<file path="config.mk">
export PLATFORM = sky130hd
export DESIGN_NAME = three_channel_gated_root_counter_core
export DESIGN_NICKNAME = d
export VERILOG_FILES = /design/src/sv/rcnt_pkg.sv /design/src/sv/rcnt_prescaler.sv /design/src/sv/rcnt_channel.sv /design/src/sv/three_channel_gated_root_counter_core.sv
export SDC_FILE = /design/constraint.sdc
export NUM_CORES = 1
export LEC_CHECK = 0
export BUFFER_PORTS_ARGS = -buffer_cell sky130_fd_sc_hd__buf_2
export CAP_MARGIN = 30
export CORE_MARGIN = 8
export CORE_UTILIZATION = 30
export DETAILED_ROUTE_END_ITERATION = 10
export PLACE_DENSITY_LB_ADDON = 0.25
export SYNTH_ARGS = -nofsm -noshare
export SYNTH_HDL_FRONTEND = slang
export SYNTH_SLANG_ARGS = --single-unit
</file>
<file path="constraint.sdc">
create_clock -name clk -period 9.99 [get_ports clk]
set_input_delay 1.998 -clock clk [delete_from_list [all_inputs] [get_ports clk]]
set_output_delay 1.998 -clock clk [all_outputs]
set_load 0.02 [all_outputs]
</file>
<file path="src/sv/rcnt_pkg.sv">
package rcnt_pkg;

    // Action codes carried by each input word
    localparam logic [1:0] ACT_TICK  = 2'd0;
    localparam logic [1:0] ACT_READ  = 2'd1;
    localparam logic [1:0] ACT_WRITE = 2'd2;

    // Register byte offsets within one counter
    localparam logic [3:0] OFF_COUNT  = 4'd0;
    localparam logic [3:0] OFF_MODE   = 4'd4;
    localparam logic [3:0] OFF_TARGET = 4'd8;

    // Number of counters
    localparam int unsigned NUM_CHAN = 3;

    // Mode word bit positions
    localparam int unsigned MB_SYNC      = 0;
    localparam int unsigned MB_RESET_TGT = 3;
    localparam int unsigned MB_IRQ_TGT   = 4;
    localparam int unsigned MB_IRQ_FFFF  = 5;
    localparam int unsigned MB_REPEAT    = 6;
    localparam int unsigned MB_TOGGLE    = 7;
    localparam int unsigned MB_SRC_LO    = 8;
    localparam int unsigned MB_SRC_HI    = 9;
    localparam int unsigned MB_IRQ_FLAG  = 10;

    // Gate sync modes
    localparam logic [1:0] SYNC_PAUSE_HIGH = 2'd0;
    localparam logic [1:0] SYNC_ZERO_FALL  = 2'd1;
    localparam logic [1:0] SYNC_ZERO_RISE  = 2'd2;
    localparam logic [1:0] SYNC_FREE_FALL  = 2'd3;

    // Input word
    typedef struct packed {
        logic [1:0]  action;
        logic [1:0]  timer_select;
        logic [3:0]  register_offset;
        logic [15:0] write_data;
        logic        dot_tick;
        logic        hblank_tick;
        logic        gate_level_zero;
        logic        gate_level_one;
        logic [2:0]  irq_pending;
    } rcnt_in_t;

    // Result word
    typedef struct packed {
        logic [15:0] read_data;
        logic [2:0]  irq_raise;
    } rcnt_out_t;

    // Per-counter control for one processed word
    typedef struct packed {
        logic        step;
        logic        tick;
        logic        rd;
        logic        wr;
        logic [3:0]  offset;
        logic [15:0] wdata;
        logic        alt_tick;
        logic        gate_level;
        logic        gated;
        logic        pending;
    } rcnt_ctrl_t;

endpackage

</file>
<file path="src/sv/rcnt_prescaler.sv">
module rcnt_prescaler
    import rcnt_pkg::*;
#(
    parameter int unsigned PRESCALE_DIV = 8
)
(
    input  logic clk,
    input  logic rst_n,
    input  logic tick,
    output logic strobe
);

    localparam int unsigned PHASE_W = (PRESCALE_DIV > 2) ? $clog2(PRESCALE_DIV) : 1;
    localparam logic [PHASE_W-1:0] PHASE_LAST = PHASE_W'(PRESCALE_DIV - 1);

    logic [PHASE_W-1:0] phase_reg;
    logic [PHASE_W-1:0] phase_next;

    // The phase advances on every system tick and wraps at the divider
    always_comb
    begin
        phase_next = phase_reg;
        strobe     = 1'b0;
        if (tick)
        begin
            if (phase_reg == PHASE_LAST)
            begin
                phase_next = '0;
                strobe     = 1'b1;
            end
            else
            begin
                phase_next = phase_reg + 1'b1;
            end
        end
    end

    always_ff @(posedge clk or negedge rst_n)
    begin
        if (!rst_n)
        begin
            phase_reg <= '0;
        end
        else
        begin
            phase_reg <= phase_next;
        end
    end

endmodule

</file>
<file path="src/sv/rcnt_channel.sv">
module rcnt_channel
    import rcnt_pkg::*;
(
    input  logic        clk,
    input  logic        rst_n,
    input  rcnt_ctrl_t  ctrl,
    output logic [15:0] rdata,
    output logic        raise
);

    logic [15:0] count_reg,  count_next;
    logic [15:0] target_reg, target_next;
    logic [15:0] mode_reg,   mode_next;
    logic        sync_reg,   sync_next;
    logic        tflag_reg,  tflag_next;
    logic        oflag_reg,  oflag_next;
    logic        gate_reg,   gate_next;

    logic [1:0]  gate_mode;
    logic        count_en;
    logic        clk_en;
    logic        tgt_mode;
    logic [16:0] inc;
    logic        at_end;
    logic        fire;
    logic        status_irq;

    assign gate_mode = mode_reg[2:1];

    always_comb
    begin
        count_next  = count_reg;
        target_next = target_reg;
        mode_next   = mode_reg;
        sync_next   = sync_reg;
        tflag_next  = tflag_reg;
        oflag_next  = oflag_reg;
        gate_next   = gate_reg;
        rdata       = '0;
        raise       = 1'b0;
        count_en    = 1'b0;
        clk_en      = 1'b0;
        tgt_mode    = 1'b0;
        inc         = '0;
        at_end      = 1'b0;
        fire        = 1'b0;
        status_irq  = 1'b0;

        if (ctrl.step && ctrl.tick)
        begin
            // Gate edges are taken before counting
            if (ctrl.gated && (ctrl.gate_level != gate_reg))
            begin
                gate_next = ctrl.gate_level;
                if (sync_reg)
                begin
                    case (gate_mode)
                        SYNC_ZERO_FALL:
                        begin
                            if (!ctrl.gate_level)
                                count_next = '0;
                        end
                        SYNC_ZERO_RISE:
                        begin
                            if (ctrl.gate_level)
                                count_next = '0;
                        end
                        SYNC_FREE_FALL:
                        begin
                            if (!ctrl.gate_level)
                                sync_next = 1'b0;
                        end
                        default:
                        begin
                        end
                    endcase
                end
            end

            // Counting enable from the sync mode and the current gate level
            if (!sync_next)
            begin
                count_en = 1'b1;
            end
            else if (!ctrl.gated)
            begin
                count_en = (gate_mode == SYNC_ZERO_FALL) || (gate_mode == SYNC_ZERO_RISE);
            end
            else
            begin
                case (gate_mode)
                    SYNC_PAUSE_HIGH: count_en = !gate_next;
                    SYNC_ZERO_FALL:  count_en = 1'b1;
                    default:         count_en = gate_next;
                endcase
            end

            // Gated counters use source bit 8, the prescaled one bit 9
            if (ctrl.gated)
                clk_en = mode_reg[MB_SRC_LO] ? ctrl.alt_tick : 1'b1;
            else
                clk_en = mode_reg[MB_SRC_HI] ? ctrl.alt_tick : 1'b1;

            // Increment, ending the period at the target or on wrap
            tgt_mode = mode_reg[MB_RESET_TGT] && (target_reg != '0);
            inc      = {1'b0, count_next} + 17'd1;
            at_end   = tgt_mode ? (inc >= {1'b0, target_reg}) : inc[16];

            if (count_en && clk_en)
            begin
                if (!at_end)
                begin
                    count_next = inc[15:0];
                end
                else
                begin
                    count_next = '0;
                    if (tgt_mode)
                    begin
                        tflag_next = 1'b1;
                        fire       = mode_reg[MB_IRQ_TGT];
                    end
                    else
                    begin
                        oflag_next = 1'b1;
                        fire       = mode_reg[MB_IRQ_FFFF];
                    end
                end
            end

            // Interrupt in pulse or toggle form; one-shot clears its enables
            if (fire)
            begin
                if (mode_reg[MB_TOGGLE] && mode_reg[MB_IRQ_FLAG])
                begin
                    mode_next[MB_IRQ_FLAG] = 1'b0;
                end
                else
                begin
                    mode_next[MB_IRQ_FLAG] = 1'b1;
                    raise                  = !ctrl.pending;
                end
                if (!mode_reg[MB_REPEAT])
                begin
                    mode_next[MB_IRQ_TGT]  = 1'b0;
                    mode_next[MB_IRQ_FFFF] = 1'b0;
                end
            end
        end
        else if (ctrl.step && ctrl.rd)
        begin
            // Register reads; a mode read returns status and clears the flags
            case (ctrl.offset)
                OFF_COUNT:
                begin
                    rdata = count_reg;
                end
                OFF_MODE:
                begin
                    status_irq = (tflag_reg && mode_reg[MB_IRQ_TGT])
                              || (oflag_reg && mode_reg[MB_IRQ_FFFF]);
                    rdata      = {mode_reg[15:13], oflag_reg, tflag_reg, status_irq,
                                  mode_reg[9:0]};
                    tflag_next = 1'b0;
                    oflag_next = 1'b0;
                end
                OFF_TARGET:
                begin
                    rdata = target_reg;
                end
                default:
                begin
                end
            endcase
        end
        else if (ctrl.step && ctrl.wr)
        begin
            // Register writes; a mode write restarts the counter
            case (ctrl.offset)
                OFF_COUNT:
                begin
                    count_next = ctrl.wdata;
                end
                OFF_MODE:
                begin
                    mode_next              = ctrl.wdata;
                    mode_next[MB_IRQ_FLAG] = 1'b0;
                    count_next             = '0;
                    tflag_next             = 1'b0;
                    oflag_next             = 1'b0;
                    sync_next              = ctrl.wdata[MB_SYNC];
                    if (ctrl.wdata[MB_IRQ_TGT] && (target_reg == '0))
                    begin
                        mode_next[MB_IRQ_FLAG] = 1'b1;
                        raise                  = 1'b1;
                    end
                end
                OFF_TARGET:
                begin
                    target_next = ctrl.wdata;
                end
                default:
                begin
                end
            endcase
        end
    end

    always_ff @(posedge clk or negedge rst_n)
    begin
        if (!rst_n)
        begin
            count_reg  <= '0;
            target_reg <= '0;
            mode_reg   <= '0;
            sync_reg   <= 1'b0;
            tflag_reg  <= 1'b0;
            oflag_reg  <= 1'b0;
            gate_reg   <= 1'b0;
        end
        else
        begin
            count_reg  <= count_next;
            target_reg <= target_next;
            mode_reg   <= mode_next;
            sync_reg   <= sync_next;
            tflag_reg  <= tflag_next;
            oflag_reg  <= oflag_next;
            gate_reg   <= gate_next;
        end
    end

endmodule

</file>
<file path="src/sv/three_channel_gated_root_counter_core.sv">
// Three 16-bit root counters with gate sync, target reset and interrupt generation. Every
// input word is a system tick, a register read or a register write and yields exactly one
// result word carrying the read data and the interrupt raise mask. A word is captured in an
// input register, processed against the counter state and placed in a result register, so
// one word is taken every clock cycle while the result side does not stall, and its result
// is offered from the result register; a stall on the result side holds at most one word in
// each register. Counter two's slow source ticks once every PRESCALE_DIV system ticks.
module three_channel_gated_root_counter_core
    import rcnt_pkg::*;
#(
    parameter int unsigned PRESCALE_DIV = 8
)
(
    input  logic      clk,
    input  logic      rst_n,
    input  logic      item_valid,
    output logic      item_ready,
    input  rcnt_in_t  item,
    output logic      result_valid,
    input  logic      result_ready,
    output rcnt_out_t result
);

    logic       in_valid_reg;
    rcnt_in_t   in_word_reg;
    logic       res_valid_reg;
    rcnt_out_t  res_word_reg;

    logic       advance;
    logic       is_tick;
    logic       pre_strobe;
    rcnt_ctrl_t ctrl [NUM_CHAN];
    logic [15:0] chan_rdata [NUM_CHAN];
    logic [NUM_CHAN-1:0] chan_raise;
    logic [NUM_CHAN-1:0] alt_tick;
    logic [NUM_CHAN-1:0] gate_level;
    rcnt_out_t  res_word_next;

    // Handshake: the held word moves on when the result register is free
    assign advance      = in_valid_reg && (!res_valid_reg || result_ready);
    assign item_ready   = !in_valid_reg || advance;
    assign result_valid = res_valid_reg;
    assign result       = res_word_reg;
    assign is_tick      = (in_word_reg.action == ACT_TICK);

    rcnt_prescaler #(
        .PRESCALE_DIV (PRESCALE_DIV)
    ) u_prescaler (
        .clk    (clk),
        .rst_n  (rst_n),
        .tick   (advance && is_tick),
        .strobe (pre_strobe)
    );

    // Per-counter alternate sources and gate lines
    assign alt_tick   = {pre_strobe, in_word_reg.hblank_tick, in_word_reg.dot_tick};
    assign gate_level = {1'b0, in_word_reg.gate_level_one, in_word_reg.gate_level_zero};

    for (genvar g = 0; g < NUM_CHAN; g++)
    begin : g_chan
        always_comb
        begin
            ctrl[g].step       = advance;
            ctrl[g].tick       = is_tick;
            ctrl[g].rd         = (in_word_reg.action == ACT_READ)
                              && (in_word_reg.timer_select == 2'(g));
            ctrl[g].wr         = (in_word_reg.action == ACT_WRITE)
                              && (in_word_reg.timer_select == 2'(g));
            ctrl[g].offset     = in_word_reg.register_offset;
            ctrl[g].wdata      = in_word_reg.write_data;
            ctrl[g].alt_tick   = alt_tick[g];
            ctrl[g].gate_level = gate_level[g];
            ctrl[g].gated      = (g < NUM_CHAN - 1);
            ctrl[g].pending    = in_word_reg.irq_pending[g];
        end

        rcnt_channel u_channel (
            .clk   (clk),
            .rst_n (rst_n),
            .ctrl  (ctrl[g]),
            .rdata (chan_rdata[g]),
            .raise (chan_raise[g])
        );
    end

    // Only the addressed counter drives read data, so the words are ORed
    always_comb
    begin
        res_word_next.read_data = chan_rdata[0] | chan_rdata[1] | chan_rdata[2];
        res_word_next.irq_raise = chan_raise;
    end

    // Input and result registers
    always_ff @(posedge clk or negedge rst_n)
    begin
        if (!rst_n)
        begin
            in_valid_reg  <= 1'b0;
            res_valid_reg <= 1'b0;
        end
        else
        begin
            if (item_valid && item_ready)
                in_valid_reg <= 1'b1;
            else if (advance)
                in_valid_reg <= 1'b0;

            if (advance)
                res_valid_reg <= 1'b1;
            else if (result_ready)
                res_valid_reg <= 1'b0;
        end
    end

    always_ff @(posedge clk)
    begin
        if (item_valid && item_ready)
            in_word_reg <= item;
        if (advance)
            res_word_reg <= res_word_next;
    end

endmodule

</file>
==> metrics.txt, run 1 <==
# TYPE chip_impl_metric gauge
chip_impl_info{name="status",value="finished, final reports clean"} 1
chip_impl_info{name="timing.critical_path.max_delay_family",value="simple AND/OR/NAND/NOR gates"} 1
chip_impl_metric{name="critPathArrivalTime",unit="ns"} 5.26
chip_impl_metric{name="routedWlPerCell",unit="µm"} 23.70
chip_impl_info{name="cts-root-buf",value="clkbuf_16"} 1
chip_impl_metric{name="fin_setup_tns",unit="ns"} 0
chip_impl_metric{name="synth_area_per_cell",unit="µm²"} 9.613
chip_impl_info{name="yosys-top-cells-area",value="dfrtp_1 (31%), edfxtp_1 (12%), ha_1 (6.6%)"} 1
chip_impl_metric{name="first_iter_violations",unit=""} 953
chip_impl_metric{name="number_of_nets_at_the_end_of_the_flow",unit=""} 1418
chip_impl_metric{name="final-seq-area",unit="µm²"} 5355
chip_impl_info{name="synth_largest_area_cell",value="dfrtp_1"} 1
chip_impl_metric{name="clock_sinks",unit=""} 204
chip_impl_metric{name="die_area",unit="µm²"} 47720
chip_impl_metric{name="post_cts_buffers",unit=""} 0
chip_impl_metric{name="timing.final.setup_violations",unit=""} 0
chip_impl_metric{name="worstHoldPathCells",unit=""} 2
chip_impl_metric{name="max_freq",unit="GHz"} 0.2088
chip_impl_metric{name="clk_transition_reported_paths",unit="ns"} 0.06
chip_impl_metric{name="grt_overflow_total",unit=""} 0
chip_impl_info{name="tritoncts",value="yes"} 1
chip_impl_metric{name="placement_rows",unit=""} 74
chip_impl_metric{name="syn_nets",unit=""} 1379
chip_impl_metric{name="global_route.usage.total",unit=""} 0.1821
chip_impl_metric{name="critical_path.n_buffers_inverters",unit=""} 1
chip_impl_metric{name="finalWorstPathRequiredPeriod",unit="ns"} 4.790
chip_impl_metric{name="syn-cell-area",unit="µm²"} 12300
chip_impl_info{name="class_of_the_tightest_hold_or_removal_check",value="reg2reg"} 1
chip_impl_info{name="crit_path_start",value="g_chan[0].u_channel.mode_reg[2]"} 1
chip_impl_metric{name="timing.final.ws_setup",unit="ns"} 5.200
chip_impl_metric{name="hold_viol_final",unit=""} 0
chip_impl_metric{name="finalMaxSlewViolations",unit=""} 0
chip_impl_metric{name="power.density_cell_area",unit="nW/µm²"} 193.5
chip_impl_metric{name="grt_first_pass_wirelength",unit="mm"} 65.98
chip_impl_metric{name="final_min_period_over_clock_period",unit=""} 0.4795
chip_impl_metric{name="seq_area_frac_synth",unit=""} 0.4355
chip_impl_metric{name="htreeDepth",unit=""} 1
chip_impl_info{name="hold_start",value="g_chan[2].u_channel.sync_reg"} 1
chip_impl_metric{name="number_of_instances_in_the_synthesized_netlist",unit=""} 1279
chip_impl_metric{name="area.growth.synth_to_final",unit="%"} 14.11
chip_impl_metric{name="layout-drive-gt1-share",unit=""} 0.1414
chip_impl_metric{name="total_leakage_power",unit="nW"} 5.954
chip_impl_metric{name="area_of_the_core",unit="µm²"} 40650
chip_impl_info{name="synth_flop_cell",value="dfrtp_1"} 1
chip_impl_metric{name="number_of_antenna_violations_at_the_first_check_in_global_routing",unit=""} 0
chip_impl_metric{name="crit_fanout",unit=""} 12
chip_impl_metric{name="ports_placed_on_the_boundary",unit=""} 56
chip_impl_metric{name="yosys.cell_types.count",unit=""} 84
chip_impl_metric{name="ant_nets",unit=""} 0
chip_impl_metric{name="synth-seq-cells",unit=""} 204
chip_impl_metric{name="vdd_drop_max",unit="mV"} 0.1416
chip_impl_metric{name="drt_pre_antenna_iters",unit=""} 6
chip_impl_info{name="r2r_start",value="g_chan[0].u_channel.mode_reg[2]"} 1
chip_impl_info{name="worst_path_max_delay_cell",value="nor3_4"} 1
chip_impl_metric{name="number_of_design_rule_violations_left_after_detail_routing",unit=""} 0
chip_impl_metric{name="cp_slowest_stage_delay",unit="ns"} 0.59
chip_impl_metric{name="reg2reg_path_depth",unit=""} 16
chip_impl_metric{name="total_of_buffers_placed_on_input_and_output_ports",unit=""} 55
chip_impl_info{name="most_frequent_cell_on_critical_path",value="ha_1"} 1
chip_impl_info{name="setup.worst_path.end_class",value="register"} 1
chip_impl_info{name="crit_chain",value="inv_1 > ha_1 > mux2i_1 > nand4b_1 > and2_1 > ha_1 > and4_1 > nand3_1 > xor2_1 > ha_1 > a2111oi_0 > nand2_1 > o311a_4 > nor3_4 > a221oi_2 > nor2_1"} 1
chip_impl_metric{name="clock_network_latency_to_the_later_pin_of_the_worst_skew_pair",unit="ns"} 0.54
chip_impl_metric{name="cap_viol_max_count",unit=""} 0
chip_impl_metric{name="cts_resized",unit=""} 0
chip_impl_metric{name="multi_input_comb_area",unit="µm²"} 6389
chip_impl_metric{name="via_per_inst",unit=""} 5.584
chip_impl_metric{name="worst_slew_margin_rel",unit=""} 0.3174
chip_impl_metric{name="drt_wl_total",unit="mm"} 44.32
chip_impl_metric{name="synth.yosys.warnings",unit=""} 0
chip_impl_metric{name="via_count",unit=""} 10440
chip_impl_info{name="rsz_0062_raised_after_global_routing",value="no"} 1
chip_impl_metric{name="floorplan.initialDensity",unit=""} 0.3025
chip_impl_metric{name="pre_cts_ws",unit="ns"} 5.032
chip_impl_info{name="timing.critical_path.from_type",value="register"} 1
chip_impl_metric{name="synth_enable_flop_cells",unit=""} 50
chip_impl_metric{name="cts_max_path_buffers",unit=""} 3
chip_impl_metric{name="die_w",unit="µm"} 218.4
chip_impl_info{name="criticalPathCategory",value="reg2reg"} 1
chip_impl_metric{name="nFillCells",unit=""} 4133
chip_impl_metric{name="detailed_place_hpwl",unit="mm"} 32.18
chip_impl_metric{name="final.setup_skew",unit="ns"} 0.01044
chip_impl_metric{name="worstPathRequired",unit="ns"} 10.46
chip_impl_metric{name="grt_start_max_net_pins",unit=""} 87
chip_impl_metric{name="ys_async_sr_fraction",unit=""} 0.7549
chip_impl_metric{name="post-synth-top-area-fraction",unit=""} 0.3134
chip_impl_metric{name="gp_routability_congestion",unit=""} 0.9258
chip_impl_metric{name="vias_in_the_first_global_route",unit=""} 10110
chip_impl_metric{name="cell_count_along_the_critical_path",unit=""} 16
chip_impl_metric{name="dieHeight",unit="µm"} 218.4
chip_impl_metric{name="tightestPinTransition",unit="ns"} 1.017
chip_impl_metric{name="cts.hold.buffers_added",unit=""} 0
chip_impl_metric{name="numCtsBuffers",unit=""} 26
[cell usage in the layout, fill, tap and decap left out, drive strengths merged, types with 14 or more instances in the layout]
| cell | n |
|---|---|
| nand2 | 179 |
| dfrtp | 154 |
| o21ai | 96 |
| buf | 83 |
| nor2 | 82 |
| ha | 65 |
| inv | 64 |
| edfxtp | 50 |
| mux2i | 48 |
| a21oi | 48 |
| nand3 | 43 |
| clkbuf | 33 |
| o22ai | 32 |
| mux2 | 31 |
| o211ai | 30 |
| xor2 | 26 |
| a221o | 24 |
| nor4 | 18 |
| xnor2 | 16 |
| o221ai | 15 |
| nor3 | 15 |
| o21a | 14 |
| nor2b | 14 |
[worst reg2reg max path, cell delays in order (launching register included)]
cell	delay [ns]
dfrtp_1	0.40
inv_1	0.09
ha_1	0.22
mux2i_1	0.19
nand4b_1	0.35
and2_1	0.34
ha_1	0.27
and4_1	0.26
nand3_1	0.13
xor2_1	0.22
ha_1	0.28
a2111oi_0	0.51
nand2_1	0.13
o311a_4	0.47
nor3_4	0.60
a221oi_2	0.13
nor2_1	0.13
[cell families after synthesis]
kind of cell,after synthesis,synth area share
flip-flops,204,0.4355
AO/OA/AOI/OAI,327,0.1831
AND/OR/NAND/NOR,427,0.1703
adder cells (fa/ha/maj),65,0.06614
multiplexers,79,0.06777
buffers and inverters,135,0.04722
XOR/XNOR,42,0.02992
[metrics by stage]
stage / std cells / instance area [µm²] / util / total power, mW / hold slack [ns]
after global placement: 1819 / 13120 / 0.3227 / 1.750 / 0.4638
final: 1870 / 14030 / 0.3452 / 2.714 / 0.4827
after detailed placement: 1821 / 13130 / 0.3230 / 1.753 / 0.4689
after floorplan: 1279 / 12300 / - / 1.523 / 0.4428
after CTS: 1868 / 14000 / 0.3445 / 2.727 / 0.4854
after global routing: 1869 / 14030 / 0.3451 / 2.847 / 0.5063
[cell type report]
cell class	instances	area share
diodes	1	0.0001783
clock buffers	33	0.05119
clock inverters	14	0.01088
inverters	63	0.01685
multi-input cells	940	0.4553
flip-flops and latches	204	0.3817
well taps	532	0.04744
repair buffers	83	0.03647
[final timing paths]
path,to,slack [ns]
setup / recovery,g_chan[0].u_channel.count_reg[9],5.20
hold / removal,g_chan[2].u_channel.sync_reg,0.48
setup reg to reg,g_chan[0].u_channel.count_reg[9],5.20
hold reg to reg,g_chan[2].u_channel.sync_reg,0.48
max in group asynchronous,g_chan[0].u_channel.target_reg[3],6.91
min in group asynchronous,g_chan[1].u_channel.gate_reg,1.55
[cells in the mapped netlist, types with 14 or more instances]
library cell  count
nand3_1          43
ha_1             65
nand2_1         179
o21ai_0          91
o22ai_1          32
mux2_2           30
o211ai_1         30
nor2_1           80
a221o_1          21
o221ai_1         15
xnor2_1          16
dfrtp_1         154
mux2i_1          48
inv_1            62
xor2_1           26
a21oi_1          46
clkbuf_1         44
nor4_1           15
o21a_1           14
edfxtp_1         50
[power by group]
| group | leakage, nW | total (mW) | switching (mW) | internal [mW] |
|---|---|---|---|---|
| Combinational | 3.28 | 0.626 | 0.373 | 0.253 |
| Clock | 0.421 | 0.963 | 0.379 | 0.584 |
| Sequential | 2.26 | 1.13 | 0.156 | 0.969 |
[routing by layer]
| layer | vias up | track usage | wire [µm] |
|---|---|---|---|
| li1 | 4794 | - | - |
| met1 | 5153 | 0.2598 | 20070 |
| met2 | 420 | 0.2785 | 19570 |
| met3 | 75 | 0.02793 | 3349 |
| met4 | 0 | 0.05934 | 1335 |
| met5 | - | 0 | 0 |
(Power assumes the default switching activity.)
==> run 2: changes to the inputs <==
- clock period: 9.99 -> 4.4 ns (I/O delays scaled with it)
==> run 2 against run 1 <==
  * Combinational power up 140%
  * Register-to-register slack worse by 5.0 ns
  * Highest routed layer is now met5
  * Via count up 1.4%
  * Worst hold slack worse by 0.053 ns
  * Non-clock buffer count up 27
  * Flip-flop and latch count unchanged
  * Cell area up 2.6%
  * Fmax up 13%
  * First-iteration DRC count up 16%
==> metrics.txt, run 2 (synthesis results as in run 1) <==
# TYPE chip_impl_metric gauge
chip_impl_info{name="status",value="finished, final reports clean"} 1
chip_impl_metric{name="die_w",unit="µm"} 218.4
chip_impl_metric{name="drt_wl_total",unit="mm"} 45.12
chip_impl_metric{name="nFillCells",unit=""} 4075
chip_impl_metric{name="hold_viol_final",unit=""} 0
chip_impl_info{name="timing.critical_path.from_type",value="register"} 1
chip_impl_metric{name="final_design_area_no_fill",unit="µm²"} 14390
chip_impl_metric{name="clock_sinks",unit=""} 204
chip_impl_metric{name="grt_overflow_total",unit=""} 0
chip_impl_metric{name="ports_placed_on_the_boundary",unit=""} 56
chip_impl_info{name="r2r_start",value="g_chan[1].u_channel.mode_reg[2]"} 1
chip_impl_metric{name="total_of_buffers_placed_on_input_and_output_ports",unit=""} 55
chip_impl_info{name="setup.worst_path.end_class",value="register"} 1
chip_impl_metric{name="detailed_place_hpwl",unit="mm"} 33.56
chip_impl_metric{name="die_area",unit="µm²"} 47720
chip_impl_metric{name="max_freq",unit="GHz"} 0.2367
chip_impl_metric{name="via_per_inst",unit=""} 5.581
chip_impl_metric{name="first_iter_violations",unit=""} 1102
chip_impl_metric{name="total_leakage_power",unit="nW"} 6.145
chip_impl_metric{name="global_route.usage.total",unit=""} 0.1863
chip_impl_metric{name="placed_cell_area",unit="µm²"} 13300
chip_impl_metric{name="worstPathRequired",unit="ns"} 4.83
chip_impl_metric{name="vias_in_the_first_global_route",unit=""} 10620
chip_impl_metric{name="number_of_nets_at_the_end_of_the_flow",unit=""} 1445
chip_impl_metric{name="gr-usage-met2",unit=""} 0.2917
chip_impl_metric{name="antenna_cells_inserted",unit=""} 0
chip_impl_metric{name="grtUsageMet3",unit=""} 0.03429
chip_impl_metric{name="via_count",unit=""} 10590
chip_impl_metric{name="number_of_design_rule_violations_left_after_detail_routing",unit=""} 0
chip_impl_metric{name="cts_max_path_buffers",unit=""} 3
chip_impl_metric{name="grt_start_max_net_pins",unit=""} 85
chip_impl_metric{name="drt_pre_antenna_iters",unit=""} 6
chip_impl_metric{name="finalMaxSlewViolations",unit=""} 0
chip_impl_info{name="class_of_the_tightest_hold_or_removal_check",value="in2async"} 1
chip_impl_metric{name="numCtsBuffers",unit=""} 26
chip_impl_metric{name="cp_slowest_stage_delay",unit="ns"} 0.41
chip_impl_info{name="timing.critical_path.max_delay_family",value="simple AND/OR/NAND/NOR gates"} 1
chip_impl_metric{name="finalWorstPathRequiredPeriod",unit="ns"} 4.224
chip_impl_metric{name="tightestPinTransition",unit="ns"} 0.9930
chip_impl_info{name="crit_path_start",value="g_chan[1].u_channel.mode_reg[2]"} 1
chip_impl_info{name="layout.cells.most_common_list",value="nand2_1 (179), dfrtp_1 (154), o21ai_0 (91)"} 1
chip_impl_metric{name="grt_first_pass_wirelength",unit="mm"} 67.65
chip_impl_metric{name="clk_transition_reported_paths",unit="ns"} 0.07
chip_impl_info{name="most_utilized_layer_in_the_global_route_result",value="met2"} 1
chip_impl_info{name="crit_chain",value="inv_1 > ha_1 > mux2i_1 > nand4b_1 > and2_4 > ha_2 > nand4_1 > nor4_2 > buf_4 > xnor2_1 > ha_1 > and4_1 > nand3_2 > a211o_1 > o2111ai_4 > a211oi_2 > buf_4 > buf_2 > a221o_1"} 1
chip_impl_metric{name="area_of_the_core",unit="µm²"} 40650
chip_impl_metric{name="final_min_period_over_clock_period",unit=""} 0.9601
chip_impl_metric{name="gp_routability_congestion",unit=""} 0.9480
chip_impl_metric{name="critPathArrivalTime",unit="ns"} 4.66
chip_impl_info{name="tritoncts",value="yes"} 1
chip_impl_metric{name="cts.hold.buffers_added",unit=""} 0
chip_impl_metric{name="layout-drive-gt1-share",unit=""} 0.1707
chip_impl_metric{name="utilization",unit=""} 0.3541
chip_impl_info{name="final_common_cell",value="nand2_1"} 1
chip_impl_metric{name="clock_network_latency_to_the_later_pin_of_the_worst_skew_pair",unit="ns"} 0.55
chip_impl_metric{name="cap_viol_max_count",unit=""} 0
chip_impl_metric{name="floorplan.initialDensity",unit=""} 0.3025
chip_impl_metric{name="vdd_drop_max",unit="mV"} 0.2294
chip_impl_metric{name="ant_nets",unit=""} 0
chip_impl_metric{name="crit_fanout",unit=""} 6
chip_impl_metric{name="worst_slew_margin_rel",unit=""} 0.3335
chip_impl_metric{name="area.growth.synth_to_final",unit="%"} 17.07
chip_impl_metric{name="multi_input_comb_area",unit="µm²"} 6462
chip_impl_metric{name="final.setup_skew",unit="ns"} 0.01312
chip_impl_metric{name="htreeDepth",unit=""} 1
chip_impl_metric{name="timing.final.setup_violations",unit=""} 0
chip_impl_metric{name="critical_path.n_buffers_inverters",unit=""} 4
chip_impl_info{name="cts-root-buf",value="clkbuf_16"} 1
chip_impl_metric{name="placement_rows",unit=""} 74
chip_impl_metric{name="final-seq-area",unit="µm²"} 5355
chip_impl_metric{name="routedWlPerCell",unit="µm"} 23.78
chip_impl_metric{name="number_of_antenna_violations_at_the_first_check_in_global_routing",unit=""} 2
chip_impl_metric{name="global_route.usage.met1",unit=""} 0.2545
chip_impl_info{name="criticalPathCategory",value="reg2reg"} 1
chip_impl_metric{name="dieHeight",unit="µm"} 218.4
chip_impl_info{name="worst_path_max_delay_cell",value="dfrtp_1"} 1
chip_impl_metric{name="power.density_cell_area",unit="nW/µm²"} 449.4
## run 2: changes by cell type in the layout (fill, tap and decap cells not counted), moves of 3 or more
cell       previous run  this run
buf_4                27        53
clkbuf_1              4         1
bufinv_16             3         7
clkinv_2              3         7
## run 2: final timing paths
kind                       slack [ns]  cells after the start                                end
max reg2reg                      0.18                     19   g_chan[1].u_channel.count_reg[3]
min in group clk                 0.48                      2       g_chan[2].u_channel.sync_reg
min                              0.43                      1       g_chan[1].u_channel.gate_reg
max                              0.18                     19   g_chan[1].u_channel.count_reg[3]
max in group asynchronous        3.08                      2  g_chan[0].u_channel.target_reg[1]
min reg2reg                      0.48                      2       g_chan[2].u_channel.sync_reg
## run 2: power by group
part / switching (mW) / total (mW) / internal, mW
clock: 0.892 / 2.43 / 1.54
sequential: 0.354 / 2.55 / 2.20
combinational: 0.874 / 1.48 / 0.611
total: 2.12 / 6.47 / 4.35
## run 2: final cells by class
class / count / share of cell area
well taps: 532 / 0.04624
flip-flops and latches: 204 / 0.3720
multi-input cells: 940 / 0.4490
inverters: 63 / 0.01643
clock buffers: 29 / 0.04816
clock inverters: 19 / 0.01921
repair buffers: 110 / 0.04894
## run 2: metal layers
layer	vias to the layer above	routed length, µm
met5	-	23
met4	4	1490
met3	75	3495
met2	408	20310
met1	5264	19800
li1	4837	-
## run 2: metrics by stage
step,total power [mW],hold WS [ns],setup TNS [ns],instances,setup slack [ns]
after CTS,6.466,0.4496,0,1891,0.01782
after global placement,3.990,0.4591,0,1842,0.1055
after global routing,6.779,0.4659,-0.06767,1897,-0.01679
final,6.469,0.4297,0,1897,0.1756
after floorplan,3.458,0.4428,0,1279,0.3506
after detailed placement,4.017,0.4635,-0.1124,1843,-0.01679
## run 2: what timing repair did
item | CTS | global route
pin swaps | 1 | 11
resized for setup | 0 | 16
buffers inserted | 0 | 5
endpoints found under the setup margin | 11 | 40
gates cloned | 0 | 1
## run 2: worst reg2reg max path: stages (launching register included)
cell and delay [ns]:
dfrtp_1 0.41, inv_1 0.11, ha_1 0.19, mux2i_1 0.10
nand4b_1 0.20, and2_4 0.19, ha_2 0.21, nand4_1 0.22
nor4_2 0.36, buf_4 0.19, xnor2_1 0.07, ha_1 0.29
and4_1 0.19, nand3_2 0.13, a211o_1 0.29, o2111ai_4 0.16
a211oi_2 0.13, buf_4 0.15, buf_2 0.17, a221o_1 0.36
